## src/design/tpca_pkg.sv

```systemverilog
// Shared types and constants for the touch point calibrate / average block.
// No dependencies; used by tpca_div, tpca_lane and touch_point_calibrate_average.
`default_nettype none
package tpca_pkg;

   localparam int PT_W          = 12;
   localparam int MAP_W         = 2 * PT_W;
   localparam int DIV_CNT_W     = $clog2(MAP_W + 1);
   localparam int THR_W         = 15;
   localparam int CSR_IDX_W     = 3;
   localparam int CSR_DATA_W    = 15;
   localparam int AVG_DEPTH_DEF = 4;

   // register indexes
   localparam logic [CSR_IDX_W-1:0] REG_X_LOW   = 3'd0;
   localparam logic [CSR_IDX_W-1:0] REG_X_HIGH  = 3'd1;
   localparam logic [CSR_IDX_W-1:0] REG_Y_LOW   = 3'd2;
   localparam logic [CSR_IDX_W-1:0] REG_Y_HIGH  = 3'd3;
   localparam logic [CSR_IDX_W-1:0] REG_WIDTH   = 3'd4;
   localparam logic [CSR_IDX_W-1:0] REG_HEIGHT  = 3'd5;
   localparam logic [CSR_IDX_W-1:0] REG_THRESH  = 3'd6;
   localparam logic [CSR_IDX_W-1:0] REG_OPTIONS = 3'd7;

   // option bits
   localparam int OPT_SWAP     = 0;
   localparam int OPT_INV_X    = 1;
   localparam int OPT_INV_Y    = 2;
   localparam int OPT_USE_IRQ  = 3;
   localparam int OPT_USE_PRES = 4;

   localparam logic [PT_W-1:0]  X_LOW_RST   = 12'd200;
   localparam logic [PT_W-1:0]  X_HIGH_RST  = 12'd3800;
   localparam logic [PT_W-1:0]  Y_LOW_RST   = 12'd200;
   localparam logic [PT_W-1:0]  Y_HIGH_RST  = 12'd3800;
   localparam logic [PT_W-1:0]  WIDTH_RST   = 12'd320;
   localparam logic [PT_W-1:0]  HEIGHT_RST  = 12'd240;
   localparam logic [THR_W-1:0] THRESH_RST  = 15'd400;
   localparam logic [4:0]       OPTIONS_RST = 5'd24;

   localparam logic signed [THR_W-1:0] PRES_OFFSET = 15'sd4096;

   typedef struct packed {
      logic [PT_W-1:0] lo;
      logic [PT_W-1:0] hi;
      logic [PT_W-1:0] res;
      logic            inv;
   } axis_cal_type;

   typedef struct packed {
      logic            done;
      logic [PT_W-1:0] point;
   } lane_status_type;

endpackage
`default_nettype wire

```

## src/design/tpca_div.sv

```systemverilog
// Restoring divider, one quotient bit per cycle, run for a given bit count.
// Depends on tpca_pkg for widths.
`default_nettype none
module tpca_div (
   input  wire logic                            clock,
   input  wire logic                            reset,
   input  wire logic                            start,
   input  wire logic [tpca_pkg::MAP_W-1:0]      dividend,
   input  wire logic [tpca_pkg::PT_W-1:0]       divisor,
   input  wire logic [tpca_pkg::DIV_CNT_W-1:0]  iters,
   output logic                                 done,
   output logic [tpca_pkg::MAP_W-1:0]           quotient
);

   localparam int DW  = tpca_pkg::MAP_W;
   localparam int DVW = tpca_pkg::PT_W;
   localparam int CW  = tpca_pkg::DIV_CNT_W;

   logic          busy_ff, busy_in;
   logic          done_ff, done_in;
   logic [CW-1:0] cnt_ff, cnt_in;
   logic [DVW-1:0] rem_ff, rem_in;
   logic [DVW-1:0] dvs_ff, dvs_in;
   logic [DW-1:0]  quo_ff, quo_in;
   logic [DVW:0]   trial;
   logic [DVW:0]   diff;
   logic           ge;

   assign trial = {rem_ff, quo_ff[DW-1]};
   assign diff  = trial - {1'b0, dvs_ff};
   assign ge    = (trial >= {1'b0, dvs_ff});

   always_comb begin
      busy_in = busy_ff;
      done_in = 1'b0;
      cnt_in  = cnt_ff;
      rem_in  = rem_ff;
      dvs_in  = dvs_ff;
      quo_in  = quo_ff;
      if (start) begin
         busy_in = 1'b1;
         cnt_in  = iters;
         rem_in  = '0;
         dvs_in  = divisor;
         quo_in  = dividend;
      end else if (busy_ff) begin
         rem_in = ge ? diff[DVW-1:0] : trial[DVW-1:0];
         quo_in = {quo_ff[DW-2:0], ge};
         cnt_in = cnt_ff - CW'(1);
         if (cnt_ff == CW'(1)) begin
            busy_in = 1'b0;
            done_in = 1'b1;
         end
      end
   end

   always_ff @(posedge clock) begin
      if (reset) begin
         busy_ff <= 1'b0;
         done_ff <= 1'b0;
         cnt_ff  <= '0;
      end else begin
         busy_ff <= busy_in;
         done_ff <= done_in;
         cnt_ff  <= cnt_in;
      end
      rem_ff <= rem_in;
      dvs_ff <= dvs_in;
      quo_ff <= quo_in;
   end

   assign done     = done_ff;
   assign quotient = quo_ff;

endmodule
`default_nettype wire

```

## src/design/tpca_lane.sv

```systemverilog
// One axis lane: calibrate, scale, clamp, invert, then running-sum average.
// Depends on tpca_pkg and tpca_div.
`default_nettype none
module tpca_lane #(
   parameter int AVG_DEPTH = tpca_pkg::AVG_DEPTH_DEF,
   parameter int FW        = $clog2(AVG_DEPTH + 1)
) (
   input  wire logic                         clock,
   input  wire logic                         reset,
   input  wire logic                         start,
   input  wire logic [tpca_pkg::PT_W-1:0]    raw,
   input  wire tpca_pkg::axis_cal_type       cal,
   input  wire logic [FW-1:0]                fill_old,
   input  wire logic [FW-1:0]                fill_new,
   output tpca_pkg::lane_status_type         status
);

   localparam int PW = tpca_pkg::PT_W;
   localparam int DW = tpca_pkg::MAP_W;
   localparam int CW = tpca_pkg::DIV_CNT_W;
   localparam int SW = PW + $clog2(AVG_DEPTH);

   localparam logic [2:0] L_IDLE     = 3'd0;
   localparam logic [2:0] L_MUL      = 3'd1;
   localparam logic [2:0] L_MAP      = 3'd2;
   localparam logic [2:0] L_WAIT_MAP = 3'd3;
   localparam logic [2:0] L_AVG      = 3'd4;
   localparam logic [2:0] L_WAIT_AVG = 3'd5;

   logic [2:0]    state_ff, state_in;
   logic [PW-1:0] raw_ff, raw_in;
   logic [DW-1:0] prod_ff, prod_in;
   logic [PW-1:0] span_ff, span_in;
   logic          span_ok_ff, span_ok_in;
   logic [SW-1:0] sum_ff, sum_in;
   logic [PW-1:0] hist_ff [AVG_DEPTH];

   logic [PW-1:0] offs;
   logic [PW-1:0] sat;
   logic [PW-1:0] scaled;
   logic [PW-1:0] pt;
   logic [SW-1:0] base;
   logic          hist_shift;

   logic          div_start;
   logic [DW-1:0] div_dividend;
   logic [PW-1:0] div_divisor;
   logic [CW-1:0] div_iters;
   logic          div_done;
   logic [DW-1:0] div_quo;

   tpca_div u_div (
      .clock    (clock),
      .reset    (reset),
      .start    (div_start),
      .dividend (div_dividend),
      .divisor  (div_divisor),
      .iters    (div_iters),
      .done     (div_done),
      .quotient (div_quo)
   );

   assign offs   = (raw_ff > cal.lo) ? raw_ff - cal.lo : '0;
   assign sat    = (div_quo > DW'(cal.res)) ? cal.res : div_quo[PW-1:0];
   assign scaled = span_ok_ff ? sat : '0;
   assign pt     = cal.inv ? cal.res - scaled : scaled;

   always_comb begin
      if (fill_old == '0) begin
         base = '0;
      end else if (fill_old == FW'(AVG_DEPTH)) begin
         base = sum_ff - SW'(hist_ff[AVG_DEPTH-1]);
      end else begin
         base = sum_ff;
      end
   end

   assign div_start    = (state_ff == L_MAP) || (state_ff == L_AVG);
   assign div_dividend = (state_ff == L_MAP) ? prod_ff : (DW'(sum_ff) << (DW - SW));
   assign div_divisor  = (state_ff == L_MAP) ? span_ff : PW'(fill_new);
   assign div_iters    = (state_ff == L_MAP) ? CW'(DW) : CW'(SW);

   always_comb begin
      state_in   = state_ff;
      raw_in     = raw_ff;
      prod_in    = prod_ff;
      span_in    = span_ff;
      span_ok_in = span_ok_ff;
      sum_in     = sum_ff;
      hist_shift = 1'b0;
      unique case (state_ff)
         L_IDLE: begin
            if (start) begin
               raw_in   = raw;
               state_in = L_MUL;
            end
         end
         L_MUL: begin
            prod_in    = DW'(offs) * DW'(cal.res);
            span_in    = cal.hi - cal.lo;
            span_ok_in = (cal.hi > cal.lo);
            state_in   = L_MAP;
         end
         L_MAP: begin
            state_in = L_WAIT_MAP;
         end
         L_WAIT_MAP: begin
            if (div_done) begin
               hist_shift = 1'b1;
               sum_in     = base + SW'(pt);
               state_in   = L_AVG;
            end
         end
         L_AVG: begin
            state_in = L_WAIT_AVG;
         end
         L_WAIT_AVG: begin
            if (div_done) begin
               state_in = L_IDLE;
            end
         end
         default: begin
            state_in = L_IDLE;
         end
      endcase
   end

   always_ff @(posedge clock) begin
      if (reset) begin
         state_ff <= L_IDLE;
      end else begin
         state_ff <= state_in;
      end
      raw_ff     <= raw_in;
      prod_ff    <= prod_in;
      span_ff    <= span_in;
      span_ok_ff <= span_ok_in;
      sum_ff     <= sum_in;
   end

   always_ff @(posedge clock) begin
      if (hist_shift) begin
         hist_ff[0] <= pt;
         for (int i = 1; i < AVG_DEPTH; i++) begin
            hist_ff[i] <= hist_ff[i-1];
         end
      end
   end

   assign status = '{done: (state_ff == L_WAIT_AVG) && div_done, point: div_quo[PW-1:0]};

endmodule
`default_nettype wire

```

## src/design/touch_point_calibrate_average.sv

```systemverilog
// Top level: registers, touch test, X and Y lanes, merge and result word.
// Depends on tpca_pkg and tpca_lane.
//
//   port group  dir   what
//   req_*       in    touch sample word (irq level, raw X/Y/Z1/Z2), valid/stall
//   rsp_*       out   point word (X, Y, pressed), valid/stall
//   csr_*       in    register write, index and data
//
// A touched sample is paced by each lane's bit-serial divider: a scale pass then an
// average pass. A released sample skips the lanes and goes straight to the output
// stage. One sample is worked on at a time.
// The result word waits in an output register; req_stall is high while busy.
// Synchronous active-high reset restores register defaults and empties history.
`default_nettype none
module touch_point_calibrate_average #(
   parameter int AVG_DEPTH = tpca_pkg::AVG_DEPTH_DEF
) (
   input  wire logic                                 clock,
   input  wire logic                                 reset,
   input  wire logic                                 req_valid,
   output logic                                      req_stall,
   input  wire logic                                 req_irq_level,
   input  wire logic [15:0]                          req_raw_x_word,
   input  wire logic [15:0]                          req_raw_y_word,
   input  wire logic [15:0]                          req_raw_z1_word,
   input  wire logic [15:0]                          req_raw_z2_word,
   output logic                                      rsp_valid,
   input  wire logic                                 rsp_stall,
   output logic [tpca_pkg::PT_W-1:0]                 rsp_point_x,
   output logic [tpca_pkg::PT_W-1:0]                 rsp_point_y,
   output logic                                      rsp_pressed,
   input  wire logic                                 csr_write,
   input  wire logic [tpca_pkg::CSR_IDX_W-1:0]       csr_index,
   input  wire logic [tpca_pkg::CSR_DATA_W-1:0]      csr_wdata
);

   localparam int PW = tpca_pkg::PT_W;
   localparam int TW = tpca_pkg::THR_W;
   localparam int FW = $clog2(AVG_DEPTH + 1);

   localparam logic [1:0] T_IDLE = 2'd0;
   localparam logic [1:0] T_RUN  = 2'd1;
   localparam logic [1:0] T_HOLD = 2'd2;

   logic [PW-1:0] x_low_ff, x_high_ff, y_low_ff, y_high_ff;
   logic [PW-1:0] width_ff, height_ff;
   logic [TW-1:0] thresh_ff;
   logic [4:0]    options_ff;

   logic [1:0]    state_ff, state_in;
   logic [FW-1:0] fill_ff, fill_in;
   logic [FW-1:0] fill_new;
   logic [PW-1:0] held_x_ff, held_x_in;
   logic [PW-1:0] held_y_ff, held_y_in;
   logic          pressed_ff, pressed_in;
   logic          rsp_valid_ff, rsp_valid_in;
   logic [PW-1:0] rsp_x_ff, rsp_x_in;
   logic [PW-1:0] rsp_y_ff, rsp_y_in;
   logic          rsp_pressed_ff, rsp_pressed_in;

   logic                     accept;
   logic                     touch;
   logic signed [TW-1:0]     pres;
   logic [PW-1:0]            raw_x, raw_y;
   logic [PW-1:0]            lane_x_raw, lane_y_raw;
   logic                     lane_start;
   tpca_pkg::axis_cal_type   cal_x, cal_y;
   tpca_pkg::lane_status_type stat_x, stat_y;

   // configuration
   always_ff @(posedge clock) begin
      if (reset) begin
         x_low_ff   <= tpca_pkg::X_LOW_RST;
         x_high_ff  <= tpca_pkg::X_HIGH_RST;
         y_low_ff   <= tpca_pkg::Y_LOW_RST;
         y_high_ff  <= tpca_pkg::Y_HIGH_RST;
         width_ff   <= tpca_pkg::WIDTH_RST;
         height_ff  <= tpca_pkg::HEIGHT_RST;
         thresh_ff  <= tpca_pkg::THRESH_RST;
         options_ff <= tpca_pkg::OPTIONS_RST;
      end else if (csr_write) begin
         unique case (csr_index)
            tpca_pkg::REG_X_LOW:   x_low_ff   <= csr_wdata[PW-1:0];
            tpca_pkg::REG_X_HIGH:  x_high_ff  <= csr_wdata[PW-1:0];
            tpca_pkg::REG_Y_LOW:   y_low_ff   <= csr_wdata[PW-1:0];
            tpca_pkg::REG_Y_HIGH:  y_high_ff  <= csr_wdata[PW-1:0];
            tpca_pkg::REG_WIDTH:   width_ff   <= csr_wdata[PW-1:0];
            tpca_pkg::REG_HEIGHT:  height_ff  <= csr_wdata[PW-1:0];
            tpca_pkg::REG_THRESH:  thresh_ff  <= csr_wdata[TW-1:0];
            tpca_pkg::REG_OPTIONS: options_ff <= csr_wdata[4:0];
            default: ;
         endcase
      end
   end

   // touch test
   assign pres = $signed({2'b00, req_raw_z1_word[15:3]}) + tpca_pkg::PRES_OFFSET
               - $signed({2'b00, req_raw_z2_word[15:3]});

   always_comb begin
      touch = 1'b1;
      if (options_ff[tpca_pkg::OPT_USE_IRQ] && req_irq_level) begin
         touch = 1'b0;
      end
      if (options_ff[tpca_pkg::OPT_USE_PRES] && (pres < $signed(thresh_ff))) begin
         touch = 1'b0;
      end
   end

   assign raw_x      = req_raw_x_word[15:4];
   assign raw_y      = req_raw_y_word[15:4];
   assign lane_x_raw = options_ff[tpca_pkg::OPT_SWAP] ? raw_y : raw_x;
   assign lane_y_raw = options_ff[tpca_pkg::OPT_SWAP] ? raw_x : raw_y;

   assign accept     = req_valid && !req_stall;
   assign lane_start = accept && touch;
   assign fill_new   = (fill_ff == FW'(AVG_DEPTH)) ? fill_ff : fill_ff + FW'(1);

   assign cal_x = '{lo: x_low_ff, hi: x_high_ff, res: width_ff,
                    inv: options_ff[tpca_pkg::OPT_INV_X]};
   assign cal_y = '{lo: y_low_ff, hi: y_high_ff, res: height_ff,
                    inv: options_ff[tpca_pkg::OPT_INV_Y]};

   tpca_lane #(.AVG_DEPTH(AVG_DEPTH), .FW(FW)) u_lane_x (
      .clock    (clock),
      .reset    (reset),
      .start    (lane_start),
      .raw      (lane_x_raw),
      .cal      (cal_x),
      .fill_old (fill_ff),
      .fill_new (fill_new),
      .status   (stat_x)
   );

   tpca_lane #(.AVG_DEPTH(AVG_DEPTH), .FW(FW)) u_lane_y (
      .clock    (clock),
      .reset    (reset),
      .start    (lane_start),
      .raw      (lane_y_raw),
      .cal      (cal_y),
      .fill_old (fill_ff),
      .fill_new (fill_new),
      .status   (stat_y)
   );

   // sequencing and merge; both lanes run in lock step
   always_comb begin
      state_in       = state_ff;
      fill_in        = fill_ff;
      held_x_in      = held_x_ff;
      held_y_in      = held_y_ff;
      pressed_in     = pressed_ff;
      rsp_valid_in   = rsp_valid_ff && rsp_stall;
      rsp_x_in       = rsp_x_ff;
      rsp_y_in       = rsp_y_ff;
      rsp_pressed_in = rsp_pressed_ff;
      unique case (state_ff)
         T_IDLE: begin
            if (accept) begin
               if (touch) begin
                  state_in = T_RUN;
               end else begin
                  fill_in    = '0;
                  pressed_in = 1'b0;
                  state_in   = T_HOLD;
               end
            end
         end
         T_RUN: begin
            if (stat_x.done && stat_y.done) begin
               held_x_in  = stat_x.point;
               held_y_in  = stat_y.point;
               fill_in    = fill_new;
               pressed_in = 1'b1;
               state_in   = T_HOLD;
            end
         end
         T_HOLD: begin
            if (!rsp_valid_ff || !rsp_stall) begin
               rsp_valid_in   = 1'b1;
               rsp_x_in       = held_x_ff;
               rsp_y_in       = held_y_ff;
               rsp_pressed_in = pressed_ff;
               state_in       = T_IDLE;
            end
         end
         default: begin
            state_in = T_IDLE;
         end
      endcase
   end

   always_ff @(posedge clock) begin
      if (reset) begin
         state_ff     <= T_IDLE;
         fill_ff      <= '0;
         held_x_ff    <= '0;
         held_y_ff    <= '0;
         pressed_ff   <= 1'b0;
         rsp_valid_ff <= 1'b0;
      end else begin
         state_ff     <= state_in;
         fill_ff      <= fill_in;
         held_x_ff    <= held_x_in;
         held_y_ff    <= held_y_in;
         pressed_ff   <= pressed_in;
         rsp_valid_ff <= rsp_valid_in;
      end
      rsp_x_ff       <= rsp_x_in;
      rsp_y_ff       <= rsp_y_in;
      rsp_pressed_ff <= rsp_pressed_in;
   end

   assign req_stall   = (state_ff != T_IDLE);
   assign rsp_valid   = rsp_valid_ff;
   assign rsp_point_x = rsp_x_ff;
   assign rsp_point_y = rsp_y_ff;
   assign rsp_pressed = rsp_pressed_ff;

endmodule
`default_nettype wire

```

## config.mk

```make
export PLATFORM = sky130hd
export DESIGN_NAME = touch_point_calibrate_average
export DESIGN_NICKNAME = d
export VERILOG_FILES = /design/src/design/tpca_pkg.sv /design/src/design/tpca_div.sv /design/src/design/tpca_lane.sv /design/src/design/touch_point_calibrate_average.sv
export SDC_FILE = /design/constraint.sdc
export NUM_CORES = 2
export LEC_CHECK = 0
export ABC_AREA = 1
export ABC_CLOCK_PERIOD_IN_PS = 5950
export BUFFER_PORTS_ARGS = -buffer_cell sky130_fd_sc_hd__buf_4
export CORE_MARGIN = 8
export CORE_UTILIZATION = 54
export DETAILED_ROUTE_END_ITERATION = 12
export PLACE_DENSITY = 0.83
export SLEW_MARGIN = 20
export SYNTH_ARGS = -nofsm -noshare
export SYNTH_HDL_FRONTEND = slang
export SYNTH_HIERARCHICAL = 1
export SYNTH_SLANG_ARGS = --single-unit
```

## constraint.sdc

```tcl
create_clock -name clock -period 5.95 [get_ports clock]
set_input_delay 0.595 -clock clock [delete_from_list [all_inputs] [get_ports clock]]
set_output_delay 0.595 -clock clock [all_outputs]
set_load 0.02 [all_outputs]
```

==> impl_metrics.py <==
metrics = {
    "global_routing": {
        "first_global_vias": 32788,
        "grt_max_degree": 102,
        "antenna_found_initial": 2,
        "grt_first_pass_wirelength_um": 166000,
        "grt_util_all_layers_pct": 25.8,
        "grt-ovfl-total": 0,
    },
    "synth": {
        "async_flop_share_pct": 0,
        "synth_warnings": 6,
        "syn_nets": 5407,
        "ys_ff_latch": 486,
        "avgSynthCellArea_um2": 8.03,
        "ys_types": 65,
        "ys.flop_type": "edfxtp_1",
        "syn-cell-area_um2": 38300,
        "synth-edff-count": 319,
        "ys_seq_area_share_pct": 33.7,
        "synth_cells": 4771,
    },
    "critical_path": {
        "cp.required_ns": 6.29,
        "crit_path_max_fanout": 7,
        "arrival_ns": 6.47,
        "critPathLaunchType": "flip-flop",
        "worstSetupPathType": "flip-flop to flip-flop",
        "worst_setup_path_end_kind": "flip-flop",
    },
    "sta": {
        "hold_ws_ns": 0.255,
        "setup_tns_ns": -1.10,
        "maxSlewHeadroom_pct": 18.4,
        "slew_violations": 0,
        "setup_violations": 13,
        "finalHoldViolCount": 0,
        "rsz0062_at_grt": "yes",
        "fmax_mhz": 163,
        "fin_ws_ns": -0.178,
        "tightestPinTransition_ns": 1.22,
        "fin_skew_ns": 0.0311,
        "fin_crit_sh_pct": 103,
        "min_period_ns": 6.13,
    },
    "floorplanning": {
        "coreArea_um2": 70100,
        "pin_count": 115,
        "die_x_um": 282,
        "die-area_um2": 79800,
        "placementRows": 97,
        "die_h_um": 282,
        "start_util_pct": 54.6,
    },
    "power": {
        "p_leak_uw": 0.0224,
        "vdd_drop_max_mv": 0.622,
        "p_per_area_nw_per_um2": 473,
    },
    "clocking": {
        "clk_pin_slew_ns": 0.06,
        "clk_latency_ns": 0.63,
        "cts_buffer_depth": 3,
        "clock_sinks": 486,
        "htree_num_levels": 2,
        "cts_tree": "done",
        "cts_root_buf": "clkbuf_16",
        "cts_made_buffers": 54,
    },
    "detailed_routing": {
        "drt_iter0_drc": 3286,
        "ant_nets": 0,
        "drt-pass1-iter-count": 8,
        "post_drt_wl_per_cell_um": 17.9,
        "vias_per_cell": 5.53,
        "wl_um": 109000,
        "drc": 0,
        "route.vias.total": 33700,
    },
    "final_layout": {
        "nFillCells": 5503,
        "nets": 5744,
        "drive_above_1_share_pct": 17.9,
        "design_area_um2": 45600,
        "seq_area_um2": 12900,
        "multi_input_area_um2": 23300,
        "n_antenna_cell": 0,
        "area_growth_pct": 19.1,
    },
    "worst_hold_path": {
        "hold_class": "primary input to flip-flop",
    },
    "outcome": {
        "violations": "setup timing",
        "status": "finished, violations left",
    },
    "placed_design": {
        "gp_congestion": 0.974,
        "dpl_cell_area_um2": 41700,
        "dp_hpwl_um": 79900,
        "io_buffers": 100,
    },
    "run": {
        "maxCapViolations": 0,
    },
}
## placed cells by master (no fill, tap or decap), types with 8 or more instances in the layout
master     instances
nand2_1         1121
inv_1            795
nor2_1           431
buf_4            359
edfxtp_1         319
ha_1             282
nand3_1          232
fa_1             200
o21ai_0          170
dfxtp_1          166
a21oi_1          150
nand4_1           83
xor2_1            63
nand2_2           59
clkbuf_16         58
inv_2             58
xnor2_1           52
ha_4              48
nor2_2            33
nand3_2           29
a21oi_2           29
nor3_2            28
nor2_4            27
buf_6             24
nand2_4           23
nor3_1            22
o21ai_1           19
clkinv_1          19
a21o_1            18
or2_2             17
a31oi_1           15
o21bai_1          14
clkinv_2          13
o21ai_2           13
fa_2              13
nand3b_1           9
o211ai_1           8
nor2_8             8
## critical path, stage by stage (launching register included)
cell and delay, ns:
edfxtp_1 0.35, inv_2 0.06, ha_4 0.16, fa_2 0.38
o21ai_2 0.19, nand3_2 0.13, o211ai_4 0.13, nand2_4 0.13
buf_6 0.15, nor2_8 0.19, nand2_2 0.10, fa_1 0.57
inv_2 0.04, fa_1 0.52, fa_1 0.45, fa_1 0.53
inv_2 0.04, fa_1 0.54, inv_2 0.06, ha_4 0.30
nand2_4 0.10, nand2_4 0.07, buf_6 0.12, nand2_4 0.06
nand3_2 0.11, nand2_1 0.09, nand3_2 0.10, xor2_1 0.17
## metal layers
layer	global-route usage [%]	up-vias	part of all wire (%)
li1	-	15869	-
met1	32.0	15857	39
met2	43.9	1550	47
met3	3.76	422	7.8
met4	13.2	2	6.1
met5	0	-	0.012
## power by group
group          switching [uW]  total, uW  internal [uW]  leakage (uW)
registers                 450       5060           4610       0.00430
logic                    7630      13000           5400        0.0172
clock network            1450       3480           2040      0.000913
total                    9530      21600          12100        0.0224
## logic make-up after synthesis
group	after synthesis	share of synthesized area, %
AND/OR/NAND/NOR	2140	24.2
AO/OA/AOI/OAI	482	7.01
buffers and inverters	983	9.91
other	4	0.0392
flip-flops	486	33.7
XOR/XNOR	128	3.09
adder cells (fa/ha/maj)	548	22.1
## Yosys cell counts, types with 6 or more instances
master       n  area (um2)
nand2_1   1190        4470
inv_1      833        3130
nor2_1     464        1740
ha_1       335        4190
edfxtp_1   319        9580
nand3_1    251        1260
fa_1       213        4260
o21ai_0    188         941
a21oi_1    182         911
dfxtp_1    167        3340
nand4_1     83         519
clkbuf_1    72         270
xor2_1      70         613
xnor2_1     54         473
nor3_2      29         290
nor3_1      24         120
inv_2       23        86.3
a31oi_1     21         131
a21o_1      18         135
nor2_2      17         106
o21bai_1    17         128
or2_2       17         106
clkinv_1    16        60.1
buf_1       12        45.0
nand3_2     12         120
o21ai_1     11        55.1
buf_2       10        50.1
nand2_2     10        62.6
nor2_4      10         113
buf_4        9        67.6
nand3b_1     9        67.6
nor2_8       8         160
o211ai_1     8        60.1
a211oi_1     6        45.0
## layout make-up
type	instances	area share (%)
clock buffer	70	3.43
clock inverter	30	0.631
inverter	873	7.21
multi-input combinational	3303	51.0
sequential	486	28.3
tap	940	2.58
timing repair buffer	390	6.82
## flip-flops by register name, indices dropped and copies added (netlist names), 14 cells and up
| name | cells |
|---|---|
| thresh_ff | 15 |
| u_lane_x/hist_ff | 48 |
| u_lane_x/prod_ff | 24 |
| u_lane_x/sum_ff | 14 |
| u_lane_x/u_div/quotient | 24 |
| u_lane_y/hist_ff | 48 |
| u_lane_y/prod_ff | 24 |
| u_lane_y/sum_ff | 14 |
| u_lane_y/u_div/quotient | 24 |
## per-stage QoR
step           std cells  utilization (%)  setup slack (ns)  total power [uW]
5_1_grt             6092             65.1            -0.319             22900
3_5_place_dp        5945             59.4            -0.383             14800
6_report            6092             65.1            -0.178             21600
2_1_floorplan       4771                -           0.00540             11300
4_1_cts             6058             62.8          -0.00196             19200
3_3_place_gp        5945             59.4            -0.242             14500
## timing repair
action | in CTS | in global routing
pin swaps | 33 | 164
gates resized for setup | 88 | 310
setup endpoints to repair | 27 | 30
gates cloned | 1 | 0
hold buffers | 0 | 0
buffers inserted | 12 | 34
## path summary, 6_finish.rpt
path,from,depth (start not counted),endpoint,slack [ns]
hold reg to reg,u_lane_y/hist_ff[1][7],0,u_lane_y/hist_ff[2][7],0.41
setup / recovery,u_lane_y/raw_ff[0],27,u_lane_y/prod_ff[23],-0.18
hold / removal,csr_wdata[12],3,thresh_ff[12],0.25
setup reg to reg,u_lane_y/raw_ff[0],27,u_lane_y/prod_ff[23],-0.18
(Power assumes the default switching activity.)
